===== src/hw/rtl/cfp_pkg.sv =====
// Shared types, result codes and the CRC16 byte update for the frame parser.
// No dependencies; every other file of the block imports this package.
package cfp_pkg;

   // Result codes reported in the kind field.
   typedef enum logic [1:0] {
      KIND_DATA    = 2'd0,
      KIND_ACCEPT  = 2'd1,
      KIND_CRC_ERR = 2'd2
   } kind_type;

   localparam logic [15:0] CRC_POLY    = 16'h1021;
   localparam logic [15:0] CRC_INIT    = 16'h0000;
   localparam logic [7:0]  ID_KNOWN_LO = 8'h01;
   localparam logic [7:0]  ID_KNOWN_HI = 8'h05;

   // One result item as it travels from the parser core to the output register.
   typedef struct packed {
      kind_type    kind;
      logic [7:0]  data_byte;
      logic [7:0]  data_index;
      logic [7:0]  hdr_id;
      logic [7:0]  sequence_res;
      logic [7:0]  hdr_len;
      logic [15:0] rx_crc;
      logic [15:0] local_crc;
      logic        id_known;
   } result_type;

   // CRC16, MSB first, one byte folded in as eight shift-and-xor steps.
   function automatic logic [15:0] crc_feed(input logic [15:0] crc, input logic [7:0] b);
      logic [15:0] c;
      c = crc ^ {b, 8'h00};
      for (int k = 0; k < 8; k++) begin
         if (c[15]) begin
            c = {c[14:0], 1'b0} ^ CRC_POLY;
         end else begin
            c = {c[14:0], 1'b0};
         end
      end
      return c;
   endfunction

endpackage


===== src/hw/rtl/crc_checked_frame_parser.sv =====
// Top level of the CRC16-checked byte frame parser: input register, sync register,
// parser core and output register. Depends on cfp_pkg, cfp_parse_core, cfp_rsp_reg.
//
//   Channel   Direction  Handshake            Payload
//   req_      in         req_valid/req_stall  req_rx_byte
//   rsp_      out        rsp_valid/rsp_stall  kind, data, header fields, CRCs, id_known
//   csr_      in         csr_valid/csr_ready  csr_sync_byte
//
// One item per cycle sustained while rsp_stall is low; a byte taken into the input
// register is parsed from there during the next cycle, and its result is loaded into
// the output register when the output side has room.
// That rate is set by the unrolled 8-bit CRC update in the core.
// Reset is synchronous and active high; the sync register resets to 0xAA.
// A stalled result holds the output register; the input register then fills and
// req_stall rises, and no item is lost.
module crc_checked_frame_parser (
   input  logic        clock,
   input  logic        reset,
   input  logic        req_valid,
   output logic        req_stall,
   input  logic [7:0]  req_rx_byte,
   output logic        rsp_valid,
   input  logic        rsp_stall,
   output logic [1:0]  rsp_kind,
   output logic [7:0]  rsp_data_byte,
   output logic [7:0]  rsp_data_index,
   output logic [7:0]  rsp_hdr_id,
   output logic [7:0]  rsp_sequence_res,
   output logic [7:0]  rsp_hdr_len,
   output logic [15:0] rsp_rx_crc,
   output logic [15:0] rsp_local_crc,
   output logic        rsp_id_known,
   input  logic        csr_valid,
   output logic        csr_ready,
   input  logic [7:0]  csr_sync_byte
);
   import cfp_pkg::*;

   localparam logic [7:0] SYNC_RESET = 8'hAA;

   logic       in_valid_ff, in_valid_in;
   logic [7:0] in_byte_ff;
   logic [7:0] sync_byte_ff;
   logic       req_accept;
   logic       proc_fire;
   logic       slot_free;
   logic       res_valid;
   result_type res;
   result_type rsp;

   // The input register moves on whenever the output side has room.
   assign proc_fire  = in_valid_ff && slot_free;
   assign req_stall  = in_valid_ff && !slot_free;
   assign req_accept = req_valid && !req_stall;

   always_comb begin
      if (req_accept) begin
         in_valid_in = 1'b1;
      end else if (proc_fire) begin
         in_valid_in = 1'b0;
      end else begin
         in_valid_in = in_valid_ff;
      end
   end

   always_ff @(posedge clock) begin
      if (reset) begin
         in_valid_ff  <= 1'b0;
         sync_byte_ff <= SYNC_RESET;
      end else begin
         in_valid_ff <= in_valid_in;
         if (csr_valid && csr_ready) begin
            sync_byte_ff <= csr_sync_byte;
         end
      end
   end

   always_ff @(posedge clock) begin
      if (req_accept) begin
         in_byte_ff <= req_rx_byte;
      end
   end

   // Configuration writes are always taken.
   assign csr_ready = 1'b1;

   cfp_parse_core u_core (
      .clock     (clock),
      .reset     (reset),
      .fire      (proc_fire),
      .rx_byte   (in_byte_ff),
      .sync_byte (sync_byte_ff),
      .res_valid (res_valid),
      .res       (res)
   );

   cfp_rsp_reg u_rsp (
      .clock     (clock),
      .reset     (reset),
      .fire      (proc_fire),
      .res_valid (res_valid),
      .res       (res),
      .rsp_stall (rsp_stall),
      .slot_free (slot_free),
      .rsp_valid (rsp_valid),
      .rsp       (rsp)
   );

   // Result fields onto their own ports.
   assign rsp_kind         = rsp.kind;
   assign rsp_data_byte    = rsp.data_byte;
   assign rsp_data_index   = rsp.data_index;
   assign rsp_hdr_id       = rsp.hdr_id;
   assign rsp_sequence_res = rsp.sequence_res;
   assign rsp_hdr_len      = rsp.hdr_len;
   assign rsp_rx_crc       = rsp.rx_crc;
   assign rsp_local_crc    = rsp.local_crc;
   assign rsp_id_known     = rsp.id_known;

endmodule


===== src/hw/rtl/cfp_parse_core.sv =====
// Frame parser state machine: sync hunt, header, payload and CRC phases.
// Depends on cfp_pkg for the result struct, result codes and CRC update.
module cfp_parse_core (
   input  logic                 clock,
   input  logic                 reset,
   input  logic                 fire,
   input  logic [7:0]           rx_byte,
   input  logic [7:0]           sync_byte,
   output logic                 res_valid,
   output cfp_pkg::result_type  res
);
   import cfp_pkg::*;

   typedef enum logic [1:0] {
      PH_HUNT   = 2'd0,
      PH_HEADER = 2'd1,
      PH_DATA   = 2'd2,
      PH_CRC    = 2'd3
   } phase_type;

   phase_type   phase_ff, phase_in;
   logic [1:0]  header_count_ff, header_count_in;
   logic [7:0]  frame_id_ff, frame_id_in;
   logic [7:0]  frame_seq_ff, frame_seq_in;
   logic [7:0]  frame_len_ff, frame_len_in;
   logic [7:0]  data_count_ff, data_count_in;
   logic [15:0] crc_acc_ff, crc_acc_in;
   logic [7:0]  crc_high_ff, crc_high_in;
   logic        crc_count_ff, crc_count_in;

   logic [15:0] crc_next;
   logic [15:0] rx_crc_full;
   logic [7:0]  data_count_inc;

   assign crc_next       = crc_feed(crc_acc_ff, rx_byte);
   assign rx_crc_full    = {crc_high_ff, rx_byte};
   assign data_count_inc = data_count_ff + 8'd1;

   // Next state and the result for the byte in the input register.
   always_comb begin
      phase_in        = phase_ff;
      header_count_in = header_count_ff;
      frame_id_in     = frame_id_ff;
      frame_seq_in    = frame_seq_ff;
      frame_len_in    = frame_len_ff;
      data_count_in   = data_count_ff;
      crc_acc_in      = crc_acc_ff;
      crc_high_in     = crc_high_ff;
      crc_count_in    = crc_count_ff;

      res_valid        = 1'b0;
      res.kind         = KIND_DATA;
      res.data_byte    = 8'h00;
      res.data_index   = 8'h00;
      res.hdr_id       = frame_id_ff;
      res.sequence_res = frame_seq_ff;
      res.hdr_len      = frame_len_ff;
      res.rx_crc       = 16'h0000;
      res.local_crc    = 16'h0000;
      res.id_known     = (frame_id_ff >= ID_KNOWN_LO) && (frame_id_ff <= ID_KNOWN_HI);

      case (phase_ff)
         PH_HUNT: begin
            if (rx_byte == sync_byte) begin
               crc_acc_in      = crc_feed(CRC_INIT, rx_byte);
               header_count_in = 2'd0;
               phase_in        = PH_HEADER;
            end
         end
         PH_HEADER: begin
            crc_acc_in = crc_next;
            case (header_count_ff)
               2'd0: begin
                  frame_id_in     = rx_byte;
                  header_count_in = 2'd1;
               end
               2'd1: begin
                  frame_seq_in    = rx_byte;
                  header_count_in = 2'd2;
               end
               default: begin
                  frame_len_in    = rx_byte;
                  header_count_in = 2'd0;
                  data_count_in   = 8'd0;
                  crc_count_in    = 1'b0;
                  phase_in        = (rx_byte == 8'd0) ? PH_CRC : PH_DATA;
               end
            endcase
         end
         PH_DATA: begin
            crc_acc_in     = crc_next;
            res_valid      = 1'b1;
            res.kind       = KIND_DATA;
            res.data_byte  = rx_byte;
            res.data_index = data_count_ff;
            data_count_in  = data_count_inc;
            if (data_count_inc == frame_len_ff) begin
               crc_count_in = 1'b0;
               phase_in     = PH_CRC;
            end
         end
         default: begin
            if (!crc_count_ff) begin
               crc_high_in  = rx_byte;
               crc_count_in = 1'b1;
            end else begin
               res_valid     = 1'b1;
               res.kind      = (rx_crc_full == crc_acc_ff) ? KIND_ACCEPT : KIND_CRC_ERR;
               res.rx_crc    = rx_crc_full;
               res.local_crc = crc_acc_ff;
               crc_count_in  = 1'b0;
               phase_in      = PH_HUNT;
            end
         end
      endcase
   end

   // State registers advance only when the byte is consumed.
   always_ff @(posedge clock) begin
      if (reset) begin
         phase_ff        <= PH_HUNT;
         header_count_ff <= 2'd0;
         data_count_ff   <= 8'd0;
         crc_count_ff    <= 1'b0;
      end else if (fire) begin
         phase_ff        <= phase_in;
         header_count_ff <= header_count_in;
         data_count_ff   <= data_count_in;
         crc_count_ff    <= crc_count_in;
      end
   end

   // Header fields and CRC registers are always loaded before they are used.
   always_ff @(posedge clock) begin
      if (fire) begin
         frame_id_ff  <= frame_id_in;
         frame_seq_ff <= frame_seq_in;
         frame_len_ff <= frame_len_in;
         crc_acc_ff   <= crc_acc_in;
         crc_high_ff  <= crc_high_in;
      end
   end

endmodule


===== src/hw/rtl/cfp_rsp_reg.sv =====
// Output register for result items, holding a result while the sink stalls.
// Depends on cfp_pkg for the result struct.
module cfp_rsp_reg (
   input  logic                 clock,
   input  logic                 reset,
   input  logic                 fire,
   input  logic                 res_valid,
   input  cfp_pkg::result_type  res,
   input  logic                 rsp_stall,
   output logic                 slot_free,
   output logic                 rsp_valid,
   output cfp_pkg::result_type  rsp
);
   import cfp_pkg::*;

   logic       rsp_valid_ff, rsp_valid_in;
   result_type rsp_ff;

   // The register can take a new result when empty or emptying this cycle.
   assign slot_free = !rsp_valid_ff || !rsp_stall;

   always_comb begin
      if (fire) begin
         rsp_valid_in = res_valid;
      end else if (!rsp_stall) begin
         rsp_valid_in = 1'b0;
      end else begin
         rsp_valid_in = rsp_valid_ff;
      end
   end

   always_ff @(posedge clock) begin
      if (reset) begin
         rsp_valid_ff <= 1'b0;
      end else begin
         rsp_valid_ff <= rsp_valid_in;
      end
   end

   always_ff @(posedge clock) begin
      if (fire && res_valid) begin
         rsp_ff <= res;
      end
   end

   assign rsp_valid = rsp_valid_ff;
   assign rsp       = rsp_ff;

endmodule


===== config.mk =====
export PLATFORM = sky130hd
export DESIGN_NAME = crc_checked_frame_parser
export DESIGN_NICKNAME = d
export VERILOG_FILES = /design/src/hw/rtl/cfp_pkg.sv /design/src/hw/rtl/crc_checked_frame_parser.sv /design/src/hw/rtl/cfp_parse_core.sv /design/src/hw/rtl/cfp_rsp_reg.sv
export SDC_FILE = /design/constraint.sdc
export NUM_CORES = 1
export LEC_CHECK = 0
export ABC_AREA = 1
export ABC_CLOCK_PERIOD_IN_PS = 3100
export BUFFER_PORTS_ARGS = -buffer_cell sky130_fd_sc_hd__buf_2
export CORE_AREA = 4 4 120 122
export CTS_BUF_LIST = sky130_fd_sc_hd__clkbuf_16
export DETAILED_ROUTE_END_ITERATION = 8
export DIE_AREA = 0 0 124 126
export GPL_ROUTABILITY_DRIVEN = 0
export PLACE_DENSITY = 0.85
export SETUP_SLACK_MARGIN = 0.2
export SLEW_MARGIN = 5
export SYNTH_ARGS = -nofsm -noshare
export SYNTH_HDL_FRONTEND = slang
export SYNTH_HIERARCHICAL = 1
export SYNTH_SLANG_ARGS = --single-unit
export TNS_END_PERCENT = 10

===== constraint.sdc =====
create_clock -name clock -period 3.1 [get_ports clock]
set_input_delay 0.31 -clock clock [delete_from_list [all_inputs] [get_ports clock]]
set_output_delay 0.31 -clock clock [all_outputs]
set_load 0.05 [all_outputs]

==> results of run 1 <==
## state kept, by name (all words and copies together) (netlist names)
register,count
in_byte_ff,8
in_valid_ff,1
sync_byte_ff,8
u_core/crc_acc_ff,16
u_core/crc_count_ff,1
u_core/crc_high_ff,8
u_core/data_count_ff,8
u_core/frame_id_ff,8
u_core/frame_len_ff,8
u_core/frame_seq_ff,8
u_core/header_count_ff,2
u_core/phase_ff,2
u_rsp/rsp,75
u_rsp/rsp_valid,1
## report_power, final
part	internal [mW]	switching, mW	total [mW]
combinational	0.0689	0.108	0.176
clock	1.25	0.775	2.03
sequential	2.26	0.0425	2.30
total	3.58	0.925	4.50
## synth_stat cells, types with 4 or more instances
cell	number	share of area
edfxtp_1	131	0.60
nand2_1	108	0.062
inv_1	79	0.045
nor2_1	70	0.040
nand3_1	30	0.023
dfxtp_1	23	0.070
a21oi_1	19	0.015
xnor2_1	18	0.024
o21ai_0	16	0.012
xor2_1	12	0.016
clkbuf_1	7	0.0040
buf_2	6	0.0046
nand4_1	6	0.0057
ha_1	5	0.0096
nor3_1	5	0.0038
inv_2	4	0.0023
nand3_2	4	0.0061
nor2_2	4	0.0038
o31ai_1	4	0.0046
## routing by layer
metal  wire (µm)  track usage
met1        5593       0.2327
met2        6760       0.2994
met3        1021      0.04439
met4         352      0.07732
met5           0            0
## cells by family after synthesis
family / synth area share
AO/OA/AOI/OAI: 0.04617
adder cells (fa/ha/maj): 0.009579
flip-flops: 0.6728
other: 0.0005742
AND/OR/NAND/NOR: 0.1638
buffers and inverters: 0.06188
XOR/XNOR: 0.04521
## cell type report
class	instances	area (µm²)
well taps	176	220.2
clock inverters	15	160.2
clock buffers	17	425.4
repair buffers	106	565.5
multi-input cells	334	1738
fillers	1011	5375
flip-flops and latches	154	4394
inverters	83	311.5
## worst max-delay path: stages (launching register included)
cell,delay (ns)
dfxtp_1,0.38
inv_1,0.08
ha_1,0.62
inv_1,0.37
a211oi_2,0.25
buf_4,0.26
## metrics by stage
step / cells / utilization
detailed placement: 853 / 0.5481
CTS: 885 / 0.5925
global placement: 853 / 0.5481
global route: 885 / 0.5925
finish: 885 / 0.5925
floorplan: 588 / -
## worst paths after layout
kind	slack, ns	end	depth (start not counted)	startpoint
setup / recovery	0.81	u_core/crc_acc_ff[2]	5	u_core/phase_ff[1]
hold reg to reg	0.41	u_rsp/rsp[43]	0	u_core/frame_seq_ff[2]
hold / removal	0.07	in_byte_ff[2]	1	req_rx_byte[2]
setup reg to reg	0.81	u_core/crc_acc_ff[2]	5	u_core/phase_ff[1]
==> flow_metrics.tcl, run 1 <==
set metrics [dict create \
    status "finished, final reports clean" \
    syn_nets 614 \
    die_h_um 126 \
    cp-start-kind "register" \
    layout_setup_ws_ns 0.8051 \
    hold_viol 0 \
    cp.required_ns 3.21 \
    grt_start_max_net_pins 50 \
    drt-wirelength-per-cell_um 15.51 \
    netlist_area_um2 6531 \
    p_leak_nw 3.125 \
    postLayoutCellArea_um2 7815 \
    seq_area_frac_synth 0.6728 \
    final_cell_mix "edfxtp_1 (131), nand2_1 (108), buf_2 (97)" \
    cap_viol_max_count 0 \
    criticalPathCategory "register to register" \
    grt_first_pass_wirelength_mm 21.82 \
    synth_cells 588 \
    holdWs_ns 0.06503 \
    first_pass_iters 6 \
    pre_cts_slack_ns 0.8776 \
    drv_slew 0 \
    cts_setup_buffers 0 \
    cts_hold_buf 0 \
    die_w_um 124 \
    htree_levels 4 \
    drt-initial-drc-count 621 \
    vias_per_cell 5.062 \
    cts_root_buf "clkbuf_16" \
    setup_violations 0 \
    synth-edff-count 131 \
    synth_warnings 6 \
    clock_path_buffers 2 \
    max_clock_freq_ghz 0.4357 \
    synth.distinct_cells 42 \
    core_um2 13190 \
    syn_avg_cell_area_um2 11.11 \
    path_max_fanout 18 \
    io_pins 99 \
    nets 722 \
    clk_pin_slew_ns 0.06 \
    hp-class "input pin to register" \
    area_growth_pct 19.66 \
    drt_wl_total_mm 13.73 \
    clock_skew_ns 0.007488 \
    mostFrequentLayoutCell "edfxtp_1" \
    irDropWorstVdd_v 0.0003946 \
    async_flop_share 0 \
    cp.arrival_ns 2.40 \
    cts_tree "yes" \
    period_needed_ns 2.295 \
    cts_resized 0 \
    end_kind "register" \
    fp-row-count 42 \
    grt_pass1_vias 4346 \
    buffer_ports.inserted 97 \
    totalPowerFinal_mw 4.503 \
    cts_buffers 17 \
    fin_tns_setup_ns 0 \
    layout-drive-gt1-share 0.2257 \
    fin_crit_sh 0.7403 \
    num_vias 4480 \
    clock_sinks 154 \
    drc 0 \
    antenna_found_initial 0 \
    grt_overflow 0 \
    clock_latency_ns 0.42 \
    synth_top_flop_cell "edfxtp_1" \
    rsz0062_at_grt "false" \
    initial_core_util 0.4952 \
    antennaDiodeCount 0 \
    antenna_left 0 \
    tightest_slew_ns 0.8005 \
    dieArea_um2 15620 \
    grt_usage 0.1832 \
    place_area_um2 7229 \
    cellPowerDensity_nw_per_um2 576.2 \
    maxSlewHeadroom 0.4643 \
    dp_hpwl_mm 9.340 \
    synth_seq_cells 154 \
]
Power figures use the tool's default switching activity.
==> run 2, diff against run 1 <==
--- a/config.mk
+++ b/config.mk
@@ -6,7 +6,7 @@
 export NUM_CORES = 1
 export LEC_CHECK = 0
 export ABC_AREA = 1
-export ABC_CLOCK_PERIOD_IN_PS = 3100
+export ABC_CLOCK_PERIOD_IN_PS = 2070
 export BUFFER_PORTS_ARGS = -buffer_cell sky130_fd_sc_hd__buf_2
 export CORE_AREA = 4 4 120 122
 export CTS_BUF_LIST = sky130_fd_sc_hd__clkbuf_16
==> constraint.sdc (replaced) <==
create_clock -name clock -period 2.07 [get_ports clock]
set_input_delay 0.207 -clock clock [delete_from_list [all_inputs] [get_ports clock]]
set_output_delay 0.207 -clock clock [all_outputs]
set_load 0.05 [all_outputs]
==> flow_metrics.tcl, run 2 (synthesis gave the netlist of run 1 again) <==
set metrics [dict create \
    initial_core_util 0.4952 \
    area_growth_pct 23.41 \
    hold_viol 0 \
    cellPowerDensity_nw_per_um2 819.3 \
    io_pins 99 \
    nets 748 \
    tightest_slew_ns 0.5233 \
    fin_util 0.6111 \
    worst_path_max_delay_cell "edfxtp_1" \
    largest_register_ffs 75 \
    core_um2 13190 \
    clock_sinks 154 \
    status "finished, final reports clean" \
    path_max_fanout 6 \
    fin_crit_sh 0.9041 \
    cts_tree "yes" \
    dp_hpwl_mm 9.873 \
    clock_latency_ns 0.42 \
    layout-drive-gt1-share 0.2422 \
    antenna_left 0 \
    critPathMaxStageDelay_ns 0.54 \
    irDropWorstVdd_v 0.0005922 \
    drt_wl_total_mm 14.18 \
    crit_chain "buf_4 > xnor2_2 > xnor2_1 > xnor2_1 > o21ai_1" \
    multiInputGateArea_um2 1758 \
    first_pass_iters 8 \
    num_vias 4608 \
    cap_viol_max_count 0 \
    antennaDiodeCount 0 \
    grt_pass1_vias 4501 \
    clock_path_buffers 2 \
    drt-initial-drc-count 491 \
    grt_first_pass_wirelength_mm 22.54 \
    grt_start_max_net_pins 48 \
    totalPowerFinal_mw 6.603 \
    cp.arrival_ns 2.03 \
    fin_tns_setup_ns 0 \
    fp-row-count 42 \
    min_path_cells 3 \
    clk_pin_slew_ns 0.06 \
    max_clock_freq_ghz 0.5343 \
    rsz0062_at_grt "true" \
    grt_overflow 0 \
    htree_levels 4 \
    die_h_um 126 \
    seqCellArea_um2 4398 \
    buffer_ports.inserted 97 \
    grt_usage 0.1907 \
    criticalPathCategory "register to register" \
    path_common_cell "xnor2_1" \
    final_cell_mix "edfxtp_1 (131), nand2_1 (108), buf_2 (97)" \
    drv_slew 0 \
    antenna_found_initial 0 \
    setup_violations 0 \
    cts_buffers 17 \
    vias_per_cell 5.058 \
    path_depth 5 \
    cp.required_ns 2.23 \
    hp-class "input pin to register" \
    period_needed_ns 1.872 \
    p_leak_nw 3.239 \
    drc 0 \
    cts_root_buf "clkbuf_16" \
    clock_skew_ns 0.009036 \
    fillerInstances 988 \
    r2r_cells 5 \
    cp-start-kind "register" \
    drt-wirelength-per-cell_um 15.56 \
    cp_num_buf_inv 1 \
    maxSlewHeadroom 0.6479 \
    die_w_um 124 \
    cpLargestDelayFamily "XOR/XNOR gates" \
    dieArea_um2 15620 \
    end_kind "register" \
    mostFrequentLayoutCell "edfxtp_1" \
    cts_setup_buffers 0 \
]
run 2: cell count changes in the layout (fill, tap and decap cells not counted), moves of 3 or more:
| cell | previous run | this run |
|---|---|---|
| dfxtp_2 | 0 | 3 |
| dlygate4sd3_1 | 0 | 13 |
| dfxtp_1 | 23 | 20 |
| buf_4 | 8 | 19 |
| clkinv_1 | 1 | 6 |
| inv_1 | 81 | 77 |
run 2: path summary, 6_finish.rpt:
check | slack [ns] | endpoint | start
worst max-delay path | 0.20 | u_core/crc_acc_ff[12] | in_byte_ff[4]
worst min-delay path | 0.02 | sync_byte_ff[6] | csr_sync_byte[6]
worst min register to register | 0.42 | u_rsp/rsp[47] | u_core/frame_seq_ff[6]
worst max register to register | 0.20 | u_core/crc_acc_ff[12] | in_byte_ff[4]
run 2: metal layers:
| layer | vias up | GRT usage | wire length [µm] |
|---|---|---|---|
| li1 | 2216 | - | - |
| met1 | 2123 | 0.2467 | 5817 |
| met2 | 244 | 0.3054 | 6774 |
| met3 | 25 | 0.05561 | 1330 |
| met4 | 0 | 0.06894 | 251 |
| met5 | - | 0 | 0 |
run 2: what timing repair did:
action,4_1_cts,5_1_grt
setup endpoints to repair,0,18
hold buffers,13,0
resized for setup,0,2
endpoints found under the hold margin,13,0
run 2: stage by stage:
stage	worst slack, ns	cells	hold WS, ns	area (µm²)
after detailed placement	0.2150	866	0.3856	7375
final	0.1984	911	0.01777	8060
after global placement	0.3402	866	0.3858	7375
after global routing	0.1033	911	0.01168	8060
after floorplan	-0.3574	588	0.2621	6579
after CTS	0.2111	911	0.0004334	8050
run 2: where the power goes:
group,internal [mW],switching (mW)
combinational,0.137,0.194
clock,1.73,1.13
sequential,3.38,0.0327
run 2: worst min-delay path, cell delays in order:
cell and delay [ns]:
buf_2 0.08, nor2_1 0.04, nor2_1 0.08
run 2: cell type report:
class	count	share of cell area
inverters	83	0.03974
flip-flops and latches	154	0.5456
clock inverters	15	0.01490
repair buffers	132	0.1015
clock buffers	17	0.05278
multi-input cells	334	0.2181
well taps	176	0.02732
==> run 3, diff against run 2 <==
--- a/config.mk
+++ b/config.mk
@@ -8,12 +8,14 @@
 export ABC_AREA = 1
 export ABC_CLOCK_PERIOD_IN_PS = 2070
 export BUFFER_PORTS_ARGS = -buffer_cell sky130_fd_sc_hd__buf_2
-export CORE_AREA = 4 4 120 122
+export CELL_PAD_IN_SITES_DETAIL_PLACEMENT = 1
+export CELL_PAD_IN_SITES_GLOBAL_PLACEMENT = 1
+export CORE_AREA = 4 4 133 135
 export CTS_BUF_LIST = sky130_fd_sc_hd__clkbuf_16
 export DETAILED_ROUTE_END_ITERATION = 8
-export DIE_AREA = 0 0 124 126
+export DIE_AREA = 0 0 137 139
 export GPL_ROUTABILITY_DRIVEN = 0
-export PLACE_DENSITY = 0.85
+export PLACE_DENSITY = 0.86
 export SETUP_SLACK_MARGIN = 0.2
 export SLEW_MARGIN = 5
 export SYNTH_ARGS = -nofsm -noshare
==> flow_metrics.tcl, run 3 (synthesis gave the netlist of run 1 again) <==
set metrics [dict create \
    status "finished, final reports clean" \
    clock_path_buffers 2 \
    grt_busiest_layer "met2" \
    hp-class "input pin to register" \
    cts_buffers 17 \
    cp.required_ns 2.24 \
    met1_usage 0.2225 \
    clock_sinks 154 \
    setup_violations 0 \
    max_clock_freq_ghz 0.5234 \
    fp-row-count 47 \
    end_kind "register" \
    drv_slew 0 \
    worst-r2r-setup-slack_ns 0.16 \
    grt_pass1_vias 5147 \
    cp.arrival_ns 2.08 \
    die_h_um 139 \
    grt_util_met3 0.04935 \
    grt_first_pass_wirelength_mm 27.25 \
    first_pass_iters 5 \
    place_area_um2 7425 \
    rsz0062_at_grt "true" \
    holdWs_ns 0.01317 \
    initial_core_util 0.3967 \
    htree_levels 4 \
    io_pins 99 \
    cp-startpoint "in_byte_ff[7]" \
    cts_root_buf "clkbuf_16" \
    clk_pin_slew_ns 0.06 \
    timing.rr.end "u_core/crc_acc_ff[15]" \
    antennaDiodeCount 0 \
    grt_overflow 0 \
    drc 0 \
    r2r-start "in_byte_ff[7]" \
    layout-drive-gt1-share 0.2794 \
    cts_tree "yes" \
    cap_viol_max_count 0 \
    die_w_um 137 \
    area_growth_pct 26.28 \
    grtUsageMet2 0.3209 \
    dieArea_um2 19040 \
    irDropWorstVdd_v 0.0005979 \
    path_max_fanout 7 \
    buffer_ports.inserted 97 \
    drt-initial-drc-count 402 \
    nets 754 \
    critPathCapture "u_core/crc_acc_ff[15]" \
    r2r_cells 6 \
    fin_crit_sh 0.9230 \
    p_leak_nw 3.289 \
    postLayoutCellArea_um2 8248 \
    grt_usage 0.1868 \
    final_cell_mix "edfxtp_1 (131), nand2_1 (107), buf_2 (97)" \
    drt_wl_total_mm 17.57 \
    num_vias 4739 \
    clock_latency_ns 0.43 \
    core_um2 16470 \
    hold_viol 0 \
    grt_start_max_net_pins 51 \
    criticalPathCategory "register to register" \
    clock_skew_ns 0.009581 \
    cp-start-kind "register" \
    largest_register_ffs 75 \
    drt-wirelength-per-cell_um 18.28 \
    dp_hpwl_mm 11.64 \
    cellPowerDensity_nw_per_um2 829.2 \
    antenna_found_initial 0 \
    antenna_left 0 \
    vias_per_cell 4.931 \
    period_needed_ns 1.911 \
    mostFrequentLayoutCell "edfxtp_1" \
]
==> run 3: cell types whose count changed in the layout (fill, tap and decap cells not counted), moves of 2 or more <==
cell / before / now
buf_4: 19 / 28
clkinv_1: 6 / 1
nor2_1: 69 / 64
inv_6: 0 / 4
nor2_2: 5 / 9
clkinvlp_4: 2 / 5
dfxtp_1: 20 / 18
dfxtp_2: 3 / 5
dlygate4sd3_1: 13 / 11
inv_1: 77 / 75
xnor2_1: 17 / 15
==> run 3: worst max-delay path: stages (launching register included) <==
cell and delay, ns:
edfxtp_1 0.53, buf_4 0.24, xnor2_2 0.28, xnor2_1 0.20, o21ai_1 0.16, a21oi_1 0.17
a21oi_1 0.07
==> run 3: where the power goes <==
part / internal, mW / leakage [nW] / switching (mW)
Clock: 1.77 / 0.277 / 1.28
Combinational: 0.150 / 1.68 / 0.232
Sequential: 3.38 / 1.33 / 0.0301
Total: 5.30 / 3.29 / 1.54
==> run 3: worst min-delay path by stage <==
stage	startpoint	to	slack [ns]	depth (start not counted)
final	csr_sync_byte[6]	sync_byte_ff[6]	0.01	3
after global routing	csr_sync_byte[7]	sync_byte_ff[7]	0.01	3
after CTS	csr_sync_byte[3]	sync_byte_ff[3]	0.0005	3
after detailed placement	req_rx_byte[1]	in_byte_ff[1]	0.39	1
after global placement	req_rx_byte[6]	in_byte_ff[6]	0.39	1
after floorplan	reset	u_rsp/rsp_valid	0.26	1
==> run 3: stage by stage <==
| stage | TNS (ns) | std cells | worst slack (ns) | utilization | total power, mW |
|---|---|---|---|---|---|
| after floorplan | -26.80 | 588 | -0.3574 | - | 3.681 |
| after global placement | 0 | 911 | 0.2660 | 0.4509 | 3.782 |
| after detailed placement | 0 | 911 | 0.2193 | 0.4509 | 3.801 |
| after CTS | 0 | 955 | 0.09201 | 0.4932 | 6.853 |
| after global routing | 0 | 961 | 0.09073 | 0.5009 | 7.069 |
| final | 0 | 961 | 0.1595 | 0.5009 | 6.839 |
==> run 3: final cells by class <==
type | count | area [µm²]
fillers | 1813 | 8218
multi-input cells | 334 | 1831
repair buffers | 138 | 845.8
well taps | 220 | 275.3
inverters | 83 | 320.3
clock inverters | 15 | 150.1
clock buffers | 17 | 425.4
flip-flops and latches | 154 | 4400
==> run 3: repair_timing <==
action,in CTS,in global routing
hold endpoints to repair,11,0
resized for setup,1,20
hold buffers,11,0
setup buffers,1,6
cloned,0,0
endpoints found under the setup margin,17,41
pin swaps,0,2
==> run 3: per-layer routing <==
layer | part of all wire | wire (µm)
met5 | 0 | 0
met4 | 0.023 | 410
met3 | 0.058 | 1027
met2 | 0.51 | 8985
met1 | 0.41 | 7145
